$ cat config.mk
export PLATFORM = sky130hd
export DESIGN_NAME = midpoint_circle_rasterizer_unit_flat
export DESIGN_NICKNAME = d
export VERILOG_FILES = /design/src/rtl/mcr_pkg.sv /design/src/rtl/mcr_cmd_if.sv /design/src/rtl/mcr_pix_if.sv /design/src/rtl/mcr_queue.sv /design/src/rtl/mcr_front.sv /design/src/rtl/mcr_back.sv /design/src/rtl/midpoint_circle_rasterizer_unit.sv /design/src/flat_wrapper.sv
export SDC_FILE = /design/constraint.sdc
export NUM_CORES = 1
export LEC_CHECK = 0
export ABC_CLOCK_PERIOD_IN_PS = 7800
export BUFFER_PORTS_ARGS = -buffer_cell sky130_fd_sc_hd__buf_2
export CORE_UTILIZATION = 45
export CTS_BUF_LIST = sky130_fd_sc_hd__clkbuf_8
export DETAILED_ROUTE_END_ITERATION = 6
export GPL_ROUTABILITY_DRIVEN = 0
export PLACE_DENSITY = 0.67
export SETUP_SLACK_MARGIN = 0.05
export SLEW_MARGIN = 0
export SYNTH_ARGS = -nofsm -noshare
export SYNTH_HDL_FRONTEND = slang
export SYNTH_SLANG_ARGS = --single-unit
$ cat constraint.sdc
create_clock -name clk -period 7.8 [get_ports clk]
set_input_delay 1.17 -clock clk [delete_from_list [all_inputs] [get_ports clk]]
set_output_delay 1.17 -clock clk [all_outputs]
set_load 0.03 [all_outputs]
$ cat src/rtl/mcr_pkg.sv
package mcr_pkg;

  localparam int RADIUS_BITS_DEF = 10;
  localparam int CENTER_W = 11;
  localparam int ORIGIN_W = 11;
  localparam int COLOR_W = 4;
  localparam int COORD_W = 13;
  localparam int QUEUE_DEPTH = 2;
  localparam int PIX_PER_POINT = 8;
  localparam int PIX_CNT_W = 3;

  localparam int DEC_START = 3;
  localparam int DEC_INC_KEEP = 6;
  localparam int DEC_INC_DIAG = 10;

  localparam logic [ORIGIN_W-1:0] ORIGIN_X_RST = 11'd319;
  localparam logic [ORIGIN_W-1:0] ORIGIN_Y_RST = 11'd239;
  localparam logic [COLOR_W-1:0] COLOR_RST = 4'd7;

  localparam int APB_ADDR_W = 4;
  localparam int APB_DATA_W = 32;

  localparam logic [1:0] REG_ORIGIN_X = 2'd0;
  localparam logic [1:0] REG_ORIGIN_Y = 2'd1;
  localparam logic [1:0] REG_PIXEL_COLOR = 2'd2;

  typedef enum logic {
    CMD_START = 1'b0,
    CMD_STEP  = 1'b1
  } cmd_t;

  typedef struct packed {
    logic [ORIGIN_W-1:0] origin_x;
    logic [ORIGIN_W-1:0] origin_y;
    logic [COLOR_W-1:0]  color;
  } cfg_t;

endpackage

$ cat src/rtl/mcr_cmd_if.sv
interface mcr_cmd_if #(
  parameter int RADIUS_BITS = mcr_pkg::RADIUS_BITS_DEF
);
  logic valid;
  logic ready;
  logic command;
  logic signed [mcr_pkg::CENTER_W-1:0] center_x;
  logic signed [mcr_pkg::CENTER_W-1:0] center_y;
  logic [RADIUS_BITS-1:0] radius;

  modport source (output valid, command, center_x, center_y, radius, input ready);
  modport sink (input valid, command, center_x, center_y, radius, output ready);
endinterface

$ cat src/rtl/mcr_pix_if.sv
interface mcr_pix_if;
  logic valid;
  logic ready;
  logic signed [mcr_pkg::COORD_W-1:0] pixel_x;
  logic signed [mcr_pkg::COORD_W-1:0] pixel_y;
  logic [mcr_pkg::COLOR_W-1:0] color;
  logic last;
  logic done_res;

  modport source (output valid, pixel_x, pixel_y, color, last, done_res, input ready);
  modport sink (input valid, pixel_x, pixel_y, color, last, done_res, output ready);
endinterface

$ cat src/rtl/mcr_queue.sv
module mcr_queue #(
  parameter int WIDTH = 8,
  parameter int DEPTH = mcr_pkg::QUEUE_DEPTH
) (
  input  logic             clk,
  input  logic             rst,
  input  logic             push,
  input  logic [WIDTH-1:0] push_data,
  output logic             full,
  input  logic             pop,
  output logic             head_valid,
  output logic [WIDTH-1:0] head_data
);
  localparam int AW = (DEPTH > 1) ? $clog2(DEPTH) : 1;
  localparam int CW = $clog2(DEPTH + 1);
  localparam logic [AW-1:0] LAST_SLOT = AW'(DEPTH - 1);

  logic [WIDTH-1:0] slots [DEPTH];
  logic [AW-1:0] wr_ptr;
  logic [AW-1:0] rd_ptr;
  logic [CW-1:0] count;

  assign full = (count == CW'(DEPTH));
  assign head_valid = (count != '0);
  assign head_data = slots[rd_ptr];

  always_ff @(posedge clk) begin
    if (rst) begin
      wr_ptr <= '0;
      rd_ptr <= '0;
      count <= '0;
    end else begin
      if (push) begin
        wr_ptr <= (wr_ptr == LAST_SLOT) ? '0 : wr_ptr + 1'b1;
      end
      if (pop) begin
        rd_ptr <= (rd_ptr == LAST_SLOT) ? '0 : rd_ptr + 1'b1;
      end
      if (push && !pop) begin
        count <= count + 1'b1;
      end else if (pop && !push) begin
        count <= count - 1'b1;
      end
    end
  end

  always_ff @(posedge clk) begin
    if (push) begin
      slots[wr_ptr] <= push_data;
    end
  end
endmodule

$ cat src/rtl/mcr_front.sv
module mcr_front #(
  parameter int RADIUS_BITS = mcr_pkg::RADIUS_BITS_DEF,
  parameter int JOB_W = 2 * RADIUS_BITS + 2 * mcr_pkg::CENTER_W + 1
) (
  input  logic             clk,
  input  logic             rst,
  mcr_cmd_if.sink          cmd,
  input  logic             full,
  output logic             push,
  output logic [JOB_W-1:0] push_data
);
  localparam int DB = RADIUS_BITS + 6;
  localparam int CW = mcr_pkg::CENTER_W;

  logic [RADIUS_BITS-1:0] point_x;
  logic [RADIUS_BITS-1:0] point_y;
  logic [DB-1:0] decision;
  logic signed [CW-1:0] centre_x_held;
  logic signed [CW-1:0] centre_y_held;
  logic active;

  logic accept;
  logic is_start;
  logic radius_nz;
  logic [RADIUS_BITS-1:0] x_step;
  logic [RADIUS_BITS-1:0] y_dec;
  logic [RADIUS_BITS-1:0] y_step;
  logic [DB-1:0] dec_step;
  logic [DB-1:0] dec_start;
  logic fin;

  assign cmd.ready = !full;
  assign accept = cmd.valid && cmd.ready;
  assign is_start = (cmd.command == mcr_pkg::CMD_START);
  assign radius_nz = (cmd.radius != '0);

  always_comb begin
    x_step = point_x + 1'b1;
    y_dec = point_y - 1'b1;
    if (decision[DB-1]) begin
      y_step = point_y;
      dec_step = decision + (DB'(x_step) << 2) + DB'(mcr_pkg::DEC_INC_KEEP);
    end else begin
      y_step = y_dec;
      dec_step = decision + ((DB'(x_step) - DB'(y_dec)) << 2)
               + DB'(mcr_pkg::DEC_INC_DIAG);
    end
    fin = (x_step >= y_step);
    dec_start = DB'(mcr_pkg::DEC_START) - (DB'(cmd.radius) << 1);
  end

  assign push = accept && (is_start ? radius_nz : active);
  assign push_data = is_start
    ? {1'b0, cmd.center_x, cmd.center_y, {RADIUS_BITS{1'b0}}, cmd.radius}
    : {fin, centre_x_held, centre_y_held, x_step, y_step};

  always_ff @(posedge clk) begin
    if (rst) begin
      active <= 1'b0;
    end else if (accept) begin
      if (is_start) begin
        active <= radius_nz;
      end else if (active && fin) begin
        active <= 1'b0;
      end
    end
  end

  always_ff @(posedge clk) begin
    if (accept) begin
      if (is_start) begin
        centre_x_held <= cmd.center_x;
        centre_y_held <= cmd.center_y;
        point_x <= '0;
        point_y <= cmd.radius;
        decision <= dec_start;
      end else if (active) begin
        point_x <= x_step;
        point_y <= y_step;
        decision <= dec_step;
      end
    end
  end
endmodule

$ cat src/rtl/mcr_back.sv
module mcr_back #(
  parameter int RADIUS_BITS = mcr_pkg::RADIUS_BITS_DEF,
  parameter int JOB_W = 2 * RADIUS_BITS + 2 * mcr_pkg::CENTER_W + 1
) (
  input  logic             clk,
  input  logic             rst,
  input  mcr_pkg::cfg_t    cfg,
  input  logic             job_valid,
  input  logic [JOB_W-1:0] job_data,
  output logic             pop,
  mcr_pix_if.source        pix
);
  localparam int PW = mcr_pkg::COORD_W;
  localparam int CW = mcr_pkg::CENTER_W;
  localparam int NW = mcr_pkg::PIX_CNT_W;
  localparam int EW = (RADIUS_BITS > PW) ? RADIUS_BITS : PW;
  localparam logic [NW-1:0] LAST_BEAT = NW'(mcr_pkg::PIX_PER_POINT - 1);

  logic busy;
  logic [NW-1:0] beat;
  logic job_fin;
  logic signed [CW-1:0] job_cx;
  logic signed [CW-1:0] job_cy;
  logic [RADIUS_BITS-1:0] job_x;
  logic [RADIUS_BITS-1:0] job_y;

  logic out_valid;
  logic signed [PW-1:0] out_x;
  logic signed [PW-1:0] out_y;
  logic [mcr_pkg::COLOR_W-1:0] out_color;
  logic out_last;
  logic out_done;

  logic adv;
  logic last_beat;
  logic [EW-1:0] x_ext;
  logic [EW-1:0] y_ext;
  logic [PW-1:0] a;
  logic [PW-1:0] b;
  logic [PW-1:0] dx;
  logic [PW-1:0] dy;
  logic [PW-1:0] sx;
  logic [PW-1:0] sy;

  assign pix.valid = out_valid;
  assign pix.pixel_x = out_x;
  assign pix.pixel_y = out_y;
  assign pix.color = out_color;
  assign pix.last = out_last;
  assign pix.done_res = out_done;

  assign adv = busy && (!out_valid || pix.ready);
  assign last_beat = (beat == LAST_BEAT);
  assign pop = job_valid && (!busy || (adv && last_beat));

  always_comb begin
    x_ext = EW'(job_x);
    y_ext = EW'(job_y);
    a = beat[2] ? y_ext[PW-1:0] : x_ext[PW-1:0];
    b = beat[2] ? x_ext[PW-1:0] : y_ext[PW-1:0];
    dx = beat[0] ? PW'(-a) : a;
    dy = beat[1] ? PW'(-b) : b;
    sx = PW'(cfg.origin_x) + PW'(job_cx) + dx;
    sy = PW'(cfg.origin_y) - PW'(job_cy) - dy;
  end

  always_ff @(posedge clk) begin
    if (rst) begin
      busy <= 1'b0;
      beat <= '0;
      out_valid <= 1'b0;
    end else begin
      if (out_valid && pix.ready) begin
        out_valid <= 1'b0;
      end
      if (adv) begin
        out_valid <= 1'b1;
        beat <= beat + 1'b1;
      end
      if (pop) begin
        busy <= 1'b1;
        beat <= '0;
      end else if (adv && last_beat) begin
        busy <= 1'b0;
      end
    end
  end

  always_ff @(posedge clk) begin
    if (adv) begin
      out_x <= sx;
      out_y <= sy;
      out_color <= cfg.color;
      out_last <= last_beat;
      out_done <= job_fin;
    end
    if (pop) begin
      {job_fin, job_cx, job_cy, job_x, job_y} <= job_data;
    end
  end
endmodule

$ cat src/rtl/midpoint_circle_rasterizer_unit.sv
// Bresenham circle rasterizer. A start command (command 0) latches the center and radius
// and, for a non-zero radius, produces the eight mirror pixels of (0, radius); each step
// command (command 1) advances to the next octant point and produces its eight pixels,
// with done_res set on all eight pixels of the point that closes the circle. Pixels come
// out one per cycle while the pixel port holds ready high, and that port sets the sustained
// rate. Commands are taken one per cycle while the two-entry point queue between the
// command stage and the pixel stage has room; a command that yields a point is written
// into the queue at the edge that accepts it, and its first pixel then passes through the
// job register into the pixel output register. Configuration registers (origin_x at 0x0,
// origin_y at 0x4, pixel_color at 0x8) are to be written only while no pixels are pending.
module midpoint_circle_rasterizer_unit #(
  parameter int RADIUS_BITS = mcr_pkg::RADIUS_BITS_DEF
) (
  input  logic                              clk,
  input  logic                              rst,
  mcr_cmd_if.sink                           cmd,
  mcr_pix_if.source                         pix,
  input  logic                              psel,
  input  logic                              penable,
  input  logic                              pwrite,
  input  logic [mcr_pkg::APB_ADDR_W-1:0]    paddr,
  input  logic [mcr_pkg::APB_DATA_W-1:0]    pwdata,
  output logic [mcr_pkg::APB_DATA_W-1:0]    prdata,
  output logic                              pready
);
  localparam int JOB_W = 2 * RADIUS_BITS + 2 * mcr_pkg::CENTER_W + 1;
  localparam int DW = mcr_pkg::APB_DATA_W;

  mcr_pkg::cfg_t cfg;
  logic cfg_write;
  logic [1:0] reg_index;

  logic q_push;
  logic [JOB_W-1:0] q_push_data;
  logic q_full;
  logic q_pop;
  logic q_valid;
  logic [JOB_W-1:0] q_data;

  assign pready = 1'b1;
  assign cfg_write = psel && penable && pwrite && pready;
  assign reg_index = paddr[3:2];

  always_ff @(posedge clk) begin
    if (rst) begin
      cfg.origin_x <= mcr_pkg::ORIGIN_X_RST;
      cfg.origin_y <= mcr_pkg::ORIGIN_Y_RST;
      cfg.color <= mcr_pkg::COLOR_RST;
    end else if (cfg_write) begin
      unique case (reg_index)
        mcr_pkg::REG_ORIGIN_X:    cfg.origin_x <= pwdata[mcr_pkg::ORIGIN_W-1:0];
        mcr_pkg::REG_ORIGIN_Y:    cfg.origin_y <= pwdata[mcr_pkg::ORIGIN_W-1:0];
        mcr_pkg::REG_PIXEL_COLOR: cfg.color <= pwdata[mcr_pkg::COLOR_W-1:0];
        default: ;
      endcase
    end
  end

  always_comb begin
    unique case (reg_index)
      mcr_pkg::REG_ORIGIN_X:    prdata = DW'(cfg.origin_x);
      mcr_pkg::REG_ORIGIN_Y:    prdata = DW'(cfg.origin_y);
      mcr_pkg::REG_PIXEL_COLOR: prdata = DW'(cfg.color);
      default:                  prdata = '0;
    endcase
  end

  mcr_front #(
    .RADIUS_BITS (RADIUS_BITS),
    .JOB_W       (JOB_W)
  ) u_front (
    .clk       (clk),
    .rst       (rst),
    .cmd       (cmd),
    .full      (q_full),
    .push      (q_push),
    .push_data (q_push_data)
  );

  mcr_queue #(
    .WIDTH (JOB_W),
    .DEPTH (mcr_pkg::QUEUE_DEPTH)
  ) u_queue (
    .clk        (clk),
    .rst        (rst),
    .push       (q_push),
    .push_data  (q_push_data),
    .full       (q_full),
    .pop        (q_pop),
    .head_valid (q_valid),
    .head_data  (q_data)
  );

  mcr_back #(
    .RADIUS_BITS (RADIUS_BITS),
    .JOB_W       (JOB_W)
  ) u_back (
    .clk       (clk),
    .rst       (rst),
    .cfg       (cfg),
    .job_valid (q_valid),
    .job_data  (q_data),
    .pop       (q_pop),
    .pix       (pix)
  );

`ifndef NO_ASSERTIONS
  a_no_overflow: assert property (@(posedge clk) disable iff (rst) q_push |-> !q_full)
    else $error("Point queue written while full.");
  a_no_underflow: assert property (@(posedge clk) disable iff (rst) q_pop |-> q_valid)
    else $error("Point queue read while empty.");
  a_idle_after_drain: assert property (@(posedge clk) disable iff (rst)
    (pix.valid && pix.ready && pix.last && !q_valid && !q_push) |=> !q_valid)
    else $error("Point queue filled without a transaction.");
`endif
endmodule

$ cat src/flat_wrapper.sv
// flat-port wrapper written by rule: the top's interface ports become plain ports
module midpoint_circle_rasterizer_unit_flat 
#(
  parameter int RADIUS_BITS = mcr_pkg::RADIUS_BITS_DEF
)
  (clk, rst, psel, penable, pwrite, paddr, pwdata, prdata, pready, cmd_valid, cmd_command, cmd_center_x, cmd_center_y, cmd_radius, cmd_ready, pix_valid, pix_pixel_x, pix_pixel_y, pix_color, pix_last, pix_done_res, pix_ready);
  mcr_cmd_if #(.RADIUS_BITS(RADIUS_BITS)) cmd_i ();
  mcr_pix_if pix_i ();
  input  logic clk;
  input  logic rst;
  input  logic psel;
  input  logic penable;
  input  logic pwrite;
  input  logic [mcr_pkg::APB_ADDR_W-1:0] paddr;
  input  logic [mcr_pkg::APB_DATA_W-1:0] pwdata;
  output logic [mcr_pkg::APB_DATA_W-1:0] prdata;
  output logic pready;
  input wire logic [$bits(cmd_i.valid)-1:0] cmd_valid;
  input wire logic [$bits(cmd_i.command)-1:0] cmd_command;
  input wire logic [$bits(cmd_i.center_x)-1:0] cmd_center_x;
  input wire logic [$bits(cmd_i.center_y)-1:0] cmd_center_y;
  input wire logic [$bits(cmd_i.radius)-1:0] cmd_radius;
  output wire logic [$bits(cmd_i.ready)-1:0] cmd_ready;
  output wire logic [$bits(pix_i.valid)-1:0] pix_valid;
  output wire logic [$bits(pix_i.pixel_x)-1:0] pix_pixel_x;
  output wire logic [$bits(pix_i.pixel_y)-1:0] pix_pixel_y;
  output wire logic [$bits(pix_i.color)-1:0] pix_color;
  output wire logic [$bits(pix_i.last)-1:0] pix_last;
  output wire logic [$bits(pix_i.done_res)-1:0] pix_done_res;
  input wire logic [$bits(pix_i.ready)-1:0] pix_ready;
  assign cmd_i.valid = cmd_valid;
  assign cmd_i.command = cmd_command;
  assign cmd_i.center_x = cmd_center_x;
  assign cmd_i.center_y = cmd_center_y;
  assign cmd_i.radius = cmd_radius;
  assign cmd_ready = cmd_i.ready;
  assign pix_valid = pix_i.valid;
  assign pix_pixel_x = pix_i.pixel_x;
  assign pix_pixel_y = pix_i.pixel_y;
  assign pix_color = pix_i.color;
  assign pix_last = pix_i.last;
  assign pix_done_res = pix_i.done_res;
  assign pix_i.ready = pix_ready;
  midpoint_circle_rasterizer_unit #(.RADIUS_BITS(RADIUS_BITS)) u_core (.clk(clk), .rst(rst), .cmd(cmd_i), .pix(pix_i), .psel(psel), .penable(penable), .pwrite(pwrite), .paddr(paddr), .pwdata(pwdata), .prdata(prdata), .pready(pready));
endmodule
# Word level (Yosys, flattened, before mapping)
# Memories as Yosys holds them, arrays and structs flattened. A register that Yosys moved wholly into a read port is not among the register bits.
# Index checks and enable logic that the tools add are counted.
# totals
ram_bits	86
in_bits	76
reg_bits	126
out_inout_bits	67
memories	1
word_cells	105
# op_classes
eq_ne	6
n_addsub	19
n_bitwise	1
muxes	26
order_cmp	1
reduce_logical	31
# mem_list
memory	words	word_bits	read_ports	rd_clocked_by_memory_dff	wr	line_no	text
u_core.u_queue.slots	2	43	1	1	1	mcr_queue.sv:18	logic [WIDTH-1:0] slots [DEPTH];
# ops
op	count
10-bit two-way mux	6
16-bit two-way mux	3
43-bit two-way mux	1
11-bit case mux with 3 select lines	1
13-bit two-way mux	2
10-bit negation with 13-bit output	2
16-bit by 12-bit adder with 16-bit output	1
16-bit adder	1
16-bit by 3-bit adder with 16-bit output, second input constant	1
16-bit by 4-bit adder with 16-bit output, second input constant	1
12-bit by 11-bit adder with 13-bit output	1
13-bit adder	1
12-bit by 11-bit subtractor with 13-bit output	1
13-bit subtractor	1
2-bit AND reduction	6
2-bit by 11-bit subtractor with 12-bit output, first input constant	1
1-bit logical AND	11
1-bit two-way mux	11
10-bit by 10-bit subtractor with 11-bit output	1
10-bit by 1-bit adder with 10-bit output, second input constant	1
10-bit >= comparator	1
10-bit nonzero test	1
10-bit by 1-bit subtractor with 10-bit output, second input constant	1
2-bit nonzero test	4
other kinds (14)	23

# Depth between registers and ports, before layout
# Gate-level depths: netlist (run 1).
# depth
depth_word	9
mapped_depth	20
mapped_depth_nobuf	20

# Cells and area by module
# From an unflattened synthesis (run 1), not the netlist that was laid out.
# hier_totals
cells_unflattened	1296
area_unflattened_um2	15061.9
# by_module_without_submodules
module	cells_per_inst	area_each_um2	seq_area_each_um2	n_inst
mcr_front	531	5238.8	1731.7	1
mcr_back	450	5081.1	2352.3	1
mcr_queue	156	3311.9	2682.6	1
midpoint_circle_rasterizer_unit	159	1430.1	520.5	1

# Least setup slack after synthesis (run 1)
# Ideal clock, no wire load.
# synth_path
path_kind	input to register
startpoint	in cmd_valid
endpoint	mem u_core.u_queue.slots[0][0] (netlist bit), enable pin
arrival_time_ps	5320
setup_time_ps	449
t_required_ps	7351
path_slack_ps	2032
n_path_buf	0
cell_stages	4
path_cell_list	nand2_1 -> a21oi_1 -> o21a_1 -> nor2b_1
# synth_via
elab_chain_len	4
# synth_rtl
item	line_no	text
start, declared	flat_wrapper.sv:18	input wire logic [$bits(cmd_i.valid)-1:0] cmd_valid;
1-bit logical AND	mcr_front.sv:33	assign accept = cmd.valid && cmd.ready;
1-bit logical AND	mcr_front.sv:52	assign push = accept && (is_start ? radius_nz : active);
net u_core.q_push	midpoint_circle_rasterizer_unit.sv:33	logic q_push;
1-bit two-way mux	mcr_queue.sv:48	if (push) begin
1-bit two-way mux (not written as such)	mcr_queue.sv:49	slots[wr_ptr] <= push_data;
end, declared	mcr_queue.sv:18	
# The timed path passes the listed nets, and every way through them passes these cells.

# Worst setup path in the final report (run 1)
# layout_path
startpoint	reg u_core.u_front.point_x[0]
endpoint	reg u_core.u_front.decision[14] (data pin)
# layout_via
elab_chain_len	7
word_cells_on_any_way	9
classes_between	add/sub (6); mux (3)
# layout_rtl
item	line_no	text
start, declared	mcr_front.sv:15	logic [RADIUS_BITS-1:0] point_x;
start signal, assigned	mcr_front.sv:78	point_x <= x_step;
10-bit by 1-bit adder with 10-bit output *	mcr_front.sv:38	x_step = point_x + 1'b1;
net u_core.u_front.x_step[2]	mcr_front.sv:25	logic [RADIUS_BITS-1:0] x_step;
10-bit by 10-bit subtractor with 11-bit output	mcr_front.sv:45	dec_step = decision + ((DB'(x_step) - DB'(y_dec)) << 2)
16-bit adder	mcr_front.sv:45	
16-bit by 4-bit adder with 16-bit output	mcr_front.sv:46	+ DB'(mcr_pkg::DEC_INC_DIAG);
16-bit two-way mux *	mcr_front.sv:40	if (decision[DB-1]) begin
16-bit two-way mux *	mcr_front.sv:77	end else if (active) begin
16-bit two-way mux *	mcr_front.sv:71	if (is_start) begin
end signal, assigned	mcr_front.sv:76	decision <= dec_start;
end signal, assigned	mcr_front.sv:80	decision <= dec_step;
end, declared	mcr_front.sv:17	logic [DB-1:0] decision;
# Mark *: on every way through the listed nets, which the timed path passes. The rest lies on a longest branch. The select of a mux whose other input is x is not followed.
# A chain may end at the register's enable or synchronous reset.

==> out/metrics.yaml, run 1 <==
crit_start: "u_core.u_front.point_x[0]$_SDFFCE_PN0P_"
vias: 9766
avgRoutedWirePerCell_um: 16.9
fp-row-count: 65
syn-mean-instance-area_um2: 11.6
clock_latency_ns: 0.59
worst_r2r_endpoint: "u_core.u_front.decision[14]$_DFFE_PP_"
fillers: 2817
rsz0062_at_grt: "false"
drive_above_1_share: 0.185
dieArea_um2: 33400
critPathKind: "flip-flop to flip-flop"
cp-start-kind: "flip-flop"
area_growth_pct: 12.0
diodes: 0
antenna_found_initial: 0
grt_max_degree: 84
via_per_inst: 5.26
fmax_ghz: 0.193
drt_iter0_markers: 580
hold_end: "u_core.u_back.pix.done_res$_DFFE_PP_"
setup_viol: 0
clock_path_buffers: 3
max_slew_margin: 0.154
period_minus_slack_ns: 5.18
start_util: 0.461
track_usage: 0.189
run_status: "completed"
synth_seq_cells: 254
firstDrtPassIters: 5
async_flop_share: 0
fin_crit_sh: 0.664
worstHoldStart: "u_core.u_back.job_fin$_DFFE_PP_"
wl_mm: 31.4
io_buffer_count: 97
synth_most_common_cell: "edfxtp_1"
die_w_um: 183
drc_errors: 0
grt_overflow: 0
tightest_slew_ns: 1.27
yosys.area.top_type_share: 0.445
crit-reg2reg-launch: "u_core.u_front.point_x[0]$_SDFFCE_PN0P_"
ys.flop_type: "edfxtp_1"
synth_edf_count: 218
ys_types: 63
cp_max_fo: 9
cts_root_buf: "clkbuf_8"
hold_buffers: 0
leakagePower_uw: 0.00658
syn_inst: 1272
ys_seq_area_frac: 0.494
core-area_um2: 31900
maxCapViolCount: 0
syn-cell-area_um2: 14700
yosysTopAreaCell: "edfxtp_1"
min_delay_path_depth: 0
arrival_ns: 5.50
synthTopCellsByArea: "edfxtp_1 45%, ha_1 8.9%, mux2_2 5.7%, dfxtp_1 4.9%, fa_1 3.5%"
num-nets-final: 1594
hold_viol: 0
fin_util: 0.516
cts_resized: 0
peakVddDrop_mv: 0.197
fin_ws_ns: 2.62
htreeDepth: 2
power.density_nw_per_um2: 398
numCtsBuffers: 45
die_h_um: 183
yosys_warnings: 0
hpwl_mm: 22.4
post-cts-setup-buffers: 0
fin_skew_ns: 0.0528
endpoint_kind: "flip-flop"
ys_top_cells_by_count: "218 x edfxtp_1, 113 x inv_1, 104 x ha_1"
ant_nets: 0
grt_pass1_wl_mm: 49.5
cts.reportedPaths.clkPinSlew_ns: 0.07
reg2reg_depth: 17
clock_sinks: 254
cp.required_ns: 8.12
cts_tree: "built"
hold_class: "flip-flop to flip-flop"
worst-r2r-setup-slack_ns: 2.62
place_ws_ns: 2.68
drv_slew: 0
grt_pass1_vias: 9365
ioPinCount: 143
fin_tns_setup_ns: 0
per-layer routing:
metal	global-route usage	wire length (um)	vias to the layer above
met5	0	0	-
met4	0.0538	664	0
met3	0.0298	1520	54
met2	0.303	14300	251
met1	0.266	14900	4725
li1	-	-	4736
report_power, final:
part | internal (uW) | switching, uW | leakage, uW
Clock | 622 | 571 | 0.000480
Combinational | 1300 | 1940 | 0.00378
Sequential | 1950 | 155 | 0.00232
Total | 3870 | 2670 | 0.00658
flip-flops by register name, summed over array words and instances (netlist names), 4 cells and up:
register and cells:
u_core.u_queue.slots 86, u_core.u_front.centre_y_held 11, u_core.u_back.pix.color 4, u_core.u_front.point_x 10
u_core.u_back.job_y 10, u_core.u_front.centre_x_held 11, u_core.u_back.job_x 10, u_core.u_back.job_cy 11
u_core.u_back.pix.pixel_y 13, u_core.u_back.job_cx 11, u_core.cfg 26, u_core.u_front.decision 15
u_core.u_front.point_y 10, u_core.u_back.pix.pixel_x 13
cell usage in the layout (no fill, tap or decap), types with 7 or more instances in the layout:
cell      Yosys  routed
nor3_1       28      28
xnor2_1      59      59
clkinv_1      1       7
mux2_2       74      74
and2_1       22      21
mux2i_1      39      39
and3_1        9       9
dfxtp_1      36      35
buf_4        22       9
nor2b_1      14      13
ha_1        104     104
nand3b_1      7       7
a21o_1       15      15
fa_1         26      26
buf_2         5      97
xor2_1       41      41
nor2_1       80      79
clkbuf_8      0      49
a21oi_1      66      64
inv_1       113     125
edfxtp_1    218     218
o211ai_1     20      20
a31oi_1       8       8
nand2_1      70      70
conb_1        2      22
o21ai_0      58      58
nand3_1      20      20
nand2b_1     12      12
cell families (layout without fill, tap and decap cells):
logic type,after synthesis,after routing,share of synthesized area
AND/OR/NAND/NOR,297,297,0.102
multiplexers,113,113,0.0832
adder cells (fa/ha/maj),130,130,0.124
other,2,22,0.000511
buffers and inverters,171,299,0.0508
flip-flops,254,254,0.494
AO/OA/AOI/OAI,204,204,0.0841
XOR/XNOR,101,101,0.0611
cell type report:
class,instances,area (um^2),share of cell area
sequential,254,7270,0.442
clock buffer,49,674,0.0410
clock inverter,30,189,0.0115
inverter,114,428,0.0260
multi-input combinational,867,6800,0.413
tap,435,544,0.0331
timing repair buffer,106,553,0.0336
critical path: stages (launching register included):
cell	delay (ns)
edfxtp_1	0.59
ha_1	0.31
xor2_1	0.47
ha_1	0.35
o21ai_0	0.12
a21boi_0	0.13
o21ai_0	0.29
a21oi_1	0.19
or4b_2	0.63
nand4b_1	0.14
ha_1	0.25
ha_1	0.38
a21o_1	0.20
a21oi_1	0.21
nor2b_1	0.07
o31a_1	0.24
o32ai_1	0.26
a31oi_1	0.07
stage by stage:
stage	hold slack (ns)	cell area [um^2]	instances	total power (uW)
2_1_floorplan	0.400	14800	1292	4570
4_1_cts	0.424	16500	1855	6570
3_3_place_gp	0.411	15600	1776	5240
3_5_place_dp	0.427	15600	1776	5340
6_report	0.429	16500	1855	6540
5_1_grt	0.442	16500	1855	7040
worst max-delay path by stage:
stage,end,slack (ns),depth (start not counted)
after floorplan,u_core.u_queue.slots[0][0]$_DFFE_PP_,2.03,4
after CTS,u_core.u_front.decision[14]$_DFFE_PP_,2.69,17
final,u_core.u_front.decision[14]$_DFFE_PP_,2.62,17
after detailed placement,u_core.u_front.decision[15]$_DFFE_PP_,2.68,17
after global routing,u_core.u_front.decision[14]$_DFFE_PP_,2.27,17
after global placement,u_core.u_front.decision[15]$_DFFE_PP_,2.77,17
No activity file was read; power rests on OpenSTA's default activity.
==> run 2, diff against run 1 <==
ABC_AREA = 1   (was not set)
ABC_CLOCK_PERIOD_IN_PS = 4200   (was 7800)
PLACE_DENSITY = 0.7   (was 0.67)
clock period = 4.2 ns   (was 7.8 ns; I/O delays follow)
==> run 2 against run 1 <==
Via count increased by 17%. Global-route usage increased by 1.0 points. Non-clock buffer count is 19 higher. Fmax rose by 31%. Critical path depth up 9. Cell count increased by 24%. Wire length is 7.9% higher. Clock skew is 0.0099 ns lower. Area after synthesis increased by 2.4%. Count of clock-buffer cells in the layout is 5 lower. Combinational power up 120%. Sequential share of layout area is 1.9 points lower.
==> out/metrics.yaml, run 2 <==
die_h_um: 185
clock_latency_ns: 0.58
avgRoutedWirePerCell_um: 14.7
period_minus_slack_ns: 3.95
cts_root_buf: "clkbuf_8"
post-place-cells: 2224
multiInputGateArea_um2: 6830
numCtsBuffers: 43
layout.cells.non_filler: 2304
wl_mm: 33.9
ys_seq_area_frac: 0.483
place_ws_ns: 0.149
hpwl_mm: 25.5
max_slew_margin: 0.334
rsz0062_at_grt: "true"
run_status: "completed"
area_growth_pct: 14.1
antenna_found_initial: 0
ys_top_cells_by_count: "514 x nand2_1, 244 x inv_1, 218 x edfxtp_1"
peakVddDrop_mv: 0.392
synthTopCellsByArea: "edfxtp_1 43%, nand2_1 13%, ha_1 8.6%, inv_1 6.1%, dfxtp_1 4.8%"
top_regs: "u_core.u_queue.slots x86, u_core.cfg x26, u_core.u_front.decision x15"
via_per_inst: 4.98
clock_path_buffers: 3
fillers: 2976
syn_inst: 1701
track_usage: 0.200
synth_most_common_cell: "nand2_1"
regMostFlops: "u_core.u_queue.slots"
maxCapViolCount: 0
io_buffer_count: 97
endpoint_kind: "flip-flop"
final_cell_mix: "512 x nand2_1, 252 x inv_1, 218 x edfxtp_1"
fin_skew_ns: 0.0430
ys_types: 43
hold_viol: 0
tightest_slew_ns: 0.995
yosys_warnings: 0
clock_sinks: 254
cp_slowest_stage_delay_ns: 0.44
drv_slew: 0
core-area_um2: 32700
synth_edf_count: 218
slowest_stage: "edfxtp_1"
cp_max_fo: 5
start_util: 0.460
fin_tns_setup_ns: 0
drt_iter0_markers: 734
drive_above_1_share: 0.123
num-nets-final: 2036
firstDrtPassIters: 6
syn-cell-area_um2: 15100
ys.flop_type: "edfxtp_1"
arrival_ns: 4.27
async_flop_share: 0
fin_ws_ns: 0.248
leakagePower_uw: 0.00789
holdWs_ns: 0.252
htreeDepth: 2
critPathKind: "flip-flop to flip-flop"
fmax_ghz: 0.253
crit_top_cell: "nand2_1"
hold_buffers: 0
grt_overflow: 0
vias: 11466
drc_errors: 0
cp.required_ns: 4.52
largest_reg_flops: 86
synth_seq_cells: 254
syn-mean-instance-area_um2: 8.85
yosys.area.top_type_share: 0.435
diodes: 0
fp-row-count: 66
grt_max_degree: 69
cts_tree: "built"
fin_crit_sh: 0.941
regArea_um2: 7270
ant_nets: 0
dieArea_um2: 34200
grt_pass1_vias: 10934
die_w_um: 185
ioPinCount: 143
cts.reportedPaths.clkPinSlew_ns: 0.06
grt_pass1_wl_mm: 53.9
power.density_nw_per_um2: 775
final_common_cell: "nand2_1"
yosysTopAreaCell: "edfxtp_1"
cp-start-kind: "flip-flop"
hold_class: "input pin to flip-flop"
setup_viol: 0
-- run 2: cell count changes after synthesis, moves of 11 or more --
cell      before  now
nor3_1        28    7
and2_1        22    0
mux2_2        74    0
nor2b_1       14    0
xnor2_1       59   21
nand3_1       20   70
nor2_1        80  117
nand2b_1      12    0
inv_1        113  244
o21ai_1        0   11
mux2i_1       39    0
a21o_1        15    4
nand2_1       70  514
nand4_1        4   17
-- run 2: stage by stage --
step / total power [uW] / area, um^2 / utilization
2_1_floorplan: 9150 / 15100 / -
6_report: 13300 / 17200 / 0.525
3_5_place_dp: 10800 / 16100 / 0.492
5_1_grt: 14500 / 17200 / 0.525
3_3_place_gp: 10600 / 16100 / 0.492
4_1_cts: 13100 / 17000 / 0.518
-- run 2: worst paths after layout --
path	slack [ns]	cells after the start	endpoint	startpoint
max	0.25	26	u_core.u_front.decision[15]$_DFFE_PP_	u_core.u_front.point_x[0]$_SDFFCE_PN0P_
min	0.25	1	u_core.u_front.centre_y_held[1]$_DFFE_PP_	cmd_center_y[1]
max reg2reg	0.25	26	u_core.u_front.decision[15]$_DFFE_PP_	u_core.u_front.point_x[0]$_SDFFCE_PN0P_
min reg2reg	0.42	0	u_core.u_back.pix.done_res$_DFFE_PP_	u_core.u_back.job_fin$_DFFE_PP_
-- run 2: final cells by class --
class / count / area share
inverters: 247 / 0.0540
clock inverters: 33 / 0.0157
well taps: 442 / 0.0322
flip-flops and latches: 254 / 0.423
multi-input cells: 1159 / 0.398
clock buffers: 44 / 0.0353
repair buffers: 125 / 0.0420
-- run 2: timing repair --
item	in CTS	in global routing
endpoints found under the setup margin	0	10
resized for setup	0	33
buffers inserted	0	3
-- run 2: cells by family (layout without fill, tap and decap cells) --
| kind of cell | Yosys count | in the layout | share of synthesized area |
|---|---|---|---|
| AND/OR/NAND/NOR | 737 | 737 | 0.196 |
| adder cells (fa/ha/maj) | 130 | 130 | 0.121 |
| flip-flops | 254 | 254 | 0.483 |
| XOR/XNOR | 64 | 64 | 0.0372 |
| AO/OA/AOI/OAI | 206 | 206 | 0.0787 |
| other | 2 | 22 | 0.000499 |
| buffers and inverters | 308 | 449 | 0.0838 |
-- run 2: critical path: cells and delay by family, from the launching register on --
family          cells  cell delay [ns]
fa+ha+maj           4             1.12
compound gates      2             0.27
flops               1             0.44
xor+xnor            2             0.36
buf+inv             3             0.24
simple gates       15             1.25
-- run 2: routing by layer --
metal,global-route usage,up-vias,routed length [um]
met4,0.0674,0,862
met3,0.0275,65,1840
li1,-,5789,-
met5,0,-,0
met1,0.272,5274,15500
met2,0.326,338,15800
-- run 2: power by group --
part	total, uW	switching (uW)	internal [uW]
clock network	2280	1030	1240
logic	7010	4480	2520
registers	4030	275	3750
total	13300	5790	7520
==> run 3, diff against run 2 <==
REMOVE_ABC_BUFFERS = 1   (was not set)
==> run 3 against run 2 <==
First-iteration DRC count up 25%. Clock power down 6%. Total power down 1.1%. Cell count up 0.22%. Count of clock-buffer cells in the layout unchanged. Hold slack better by 0.026 ns. Flip-flop and latch count unchanged. Global-route usage down 0.22 points. Via count up 1.1%. Wire length up 0.21%. Critical path type unchanged. Final area down 0.41%. Sequential share of layout area up 0.17 points.
==> out/metrics.yaml, run 3 (synthesis gave the netlist of run 2 again) <==
firstDrtPassIters: 5
fillers: 2989
grt_max_degree: 69
rsz0062_at_grt: "true"
max_slew_margin: 0.352
fmax_ghz: 0.258
via_per_inst: 5.02
cts_root_buf: "clkbuf_8"
crit_start: "u_core.u_front.point_x[0]$_SDFFCE_PN0P_"
vias: 11590
run_status: "completed"
endpoint_kind: "flip-flop"
final_cell_mix: "511 x nand2_1, 258 x inv_1, 218 x edfxtp_1"
tightest_slew_ns: 0.969
grt_pass1_vias: 10637
fp-row-count: 66
die_w_um: 185
hold_class: "input pin to flip-flop"
start_util: 0.460
arrival_ns: 4.18
grt_pass1_wl_mm: 53.0
hold_viol: 0
cts.reportedPaths.clkPinSlew_ns: 0.06
clock_latency_ns: 0.55
period_minus_slack_ns: 3.88
io_buffer_count: 97
drc_errors: 0
cp-start-kind: "flip-flop"
die_h_um: 185
hold_buffers: 0
placed_area_um2: 16100
power.density_nw_per_um2: 769
peakVddDrop_mv: 0.416
place_ws_ns: 0.157
ioPinCount: 143
track_usage: 0.197
clock_sinks: 254
fin_skew_ns: 0.0292
setup_viol: 0
worst-r2r-setup-slack_ns: 0.32
leakagePower_uw: 0.00791
final_common_cell: "nand2_1"
dieArea_um2: 34200
finalPower_uw: 13200
cts_tree: "built"
top_regs: "u_core.u_queue.slots x86, u_core.cfg x26, u_core.u_front.decision x15"
largest_reg_flops: 86
fin_util: 0.523
wl_mm: 34.0
numCtsBuffers: 43
maxCapViolCount: 0
clock_path_buffers: 3
regMostFlops: "u_core.u_queue.slots"
diodes: 0
num-nets-final: 2040
htreeDepth: 2
area_growth_pct: 13.7
drv_slew: 0
antenna_found_initial: 0
hpwl_mm: 25.0
final_area_um2: 17100
critPathKind: "flip-flop to flip-flop"
fin_crit_sh: 0.924
drt_iter0_markers: 921
grt_overflow: 0
crit-reg2reg-launch: "u_core.u_front.point_x[0]$_SDFFCE_PN0P_"
ant_nets: 0
avgRoutedWirePerCell_um: 14.7
cp_max_fo: 5
worstHoldStart: "cmd_center_y[9]"
cp.required_ns: 4.50
core-area_um2: 32700
drive_above_1_share: 0.123
fin_ws_ns: 0.318
## run 3: layout make-up
class	count	area, um^2	area share
sequential	254	7270	0.425
clock buffer	44	606	0.0354
multi-input combinational	1159	6800	0.398
tap	442	553	0.0323
timing repair buffer	129	729	0.0426
inverter	247	927	0.0542
clock inverter	34	221	0.0129
## run 3: path summary, 6_finish.rpt
kind | end | cells past startpoint
max | u_core.u_front.decision[15]$_DFFE_PP_ | 25
min | u_core.u_front.centre_y_held[9]$_DFFE_PP_ | 1
max reg2reg | u_core.u_front.decision[15]$_DFFE_PP_ | 25
min reg2reg | u_core.u_back.pix.done_res$_DFFE_PP_ | 0
## run 3: timing repair
action / CTS / global route
setup buffers: 0 / 7
endpoints found under the setup margin: 0 / 9
resized for setup: 0 / 34
## run 3: critical path, cell delays in order (launching register included)
cell,delay (ns)
edfxtp_1,0.41
ha_1,0.20
nand2_1,0.10
nor2_2,0.16
nand4_1,0.12
xor2_1,0.24
inv_1,0.13
ha_4,0.31
nand2_1,0.05
nor2_1,0.12
nand3_1,0.09
nand4_1,0.13
xor2_1,0.19
ha_1,0.30
ha_4,0.31
nand2_1,0.07
inv_1,0.07
nand2_1,0.06
nor3_1,0.13
nand2_1,0.08
nand2_1,0.12
inv_1,0.05
nand2_1,0.06
nand3_1,0.06
nand2_1,0.06
nand2_1,0.05
## run 3: report_power, final
group | switching, uW | internal, uW | total, uW
Sequential | 245 | 3750 | 4000
Combinational | 4500 | 2520 | 7020
Clock | 989 | 1160 | 2150
## run 3: metrics by stage
step | cells | setup TNS [ns] | hold WS [ns]
2_1_floorplan | 1660 | -138.31 | 0.400
3_3_place_gp | 2224 | 0 | 0.413
3_5_place_dp | 2224 | 0 | 0.414
4_1_cts | 2302 | 0 | 0.250
5_1_grt | 2309 | 0 | 0.247
6_report | 2309 | 0 | 0.278
## run 3: per-layer routing
metal / share of wire / GRT usage
met1: 0.46 / 0.266
met2: 0.47 / 0.325
met3: 0.055 / 0.0315
met4: 0.023 / 0.0628
met5: 0 / 0
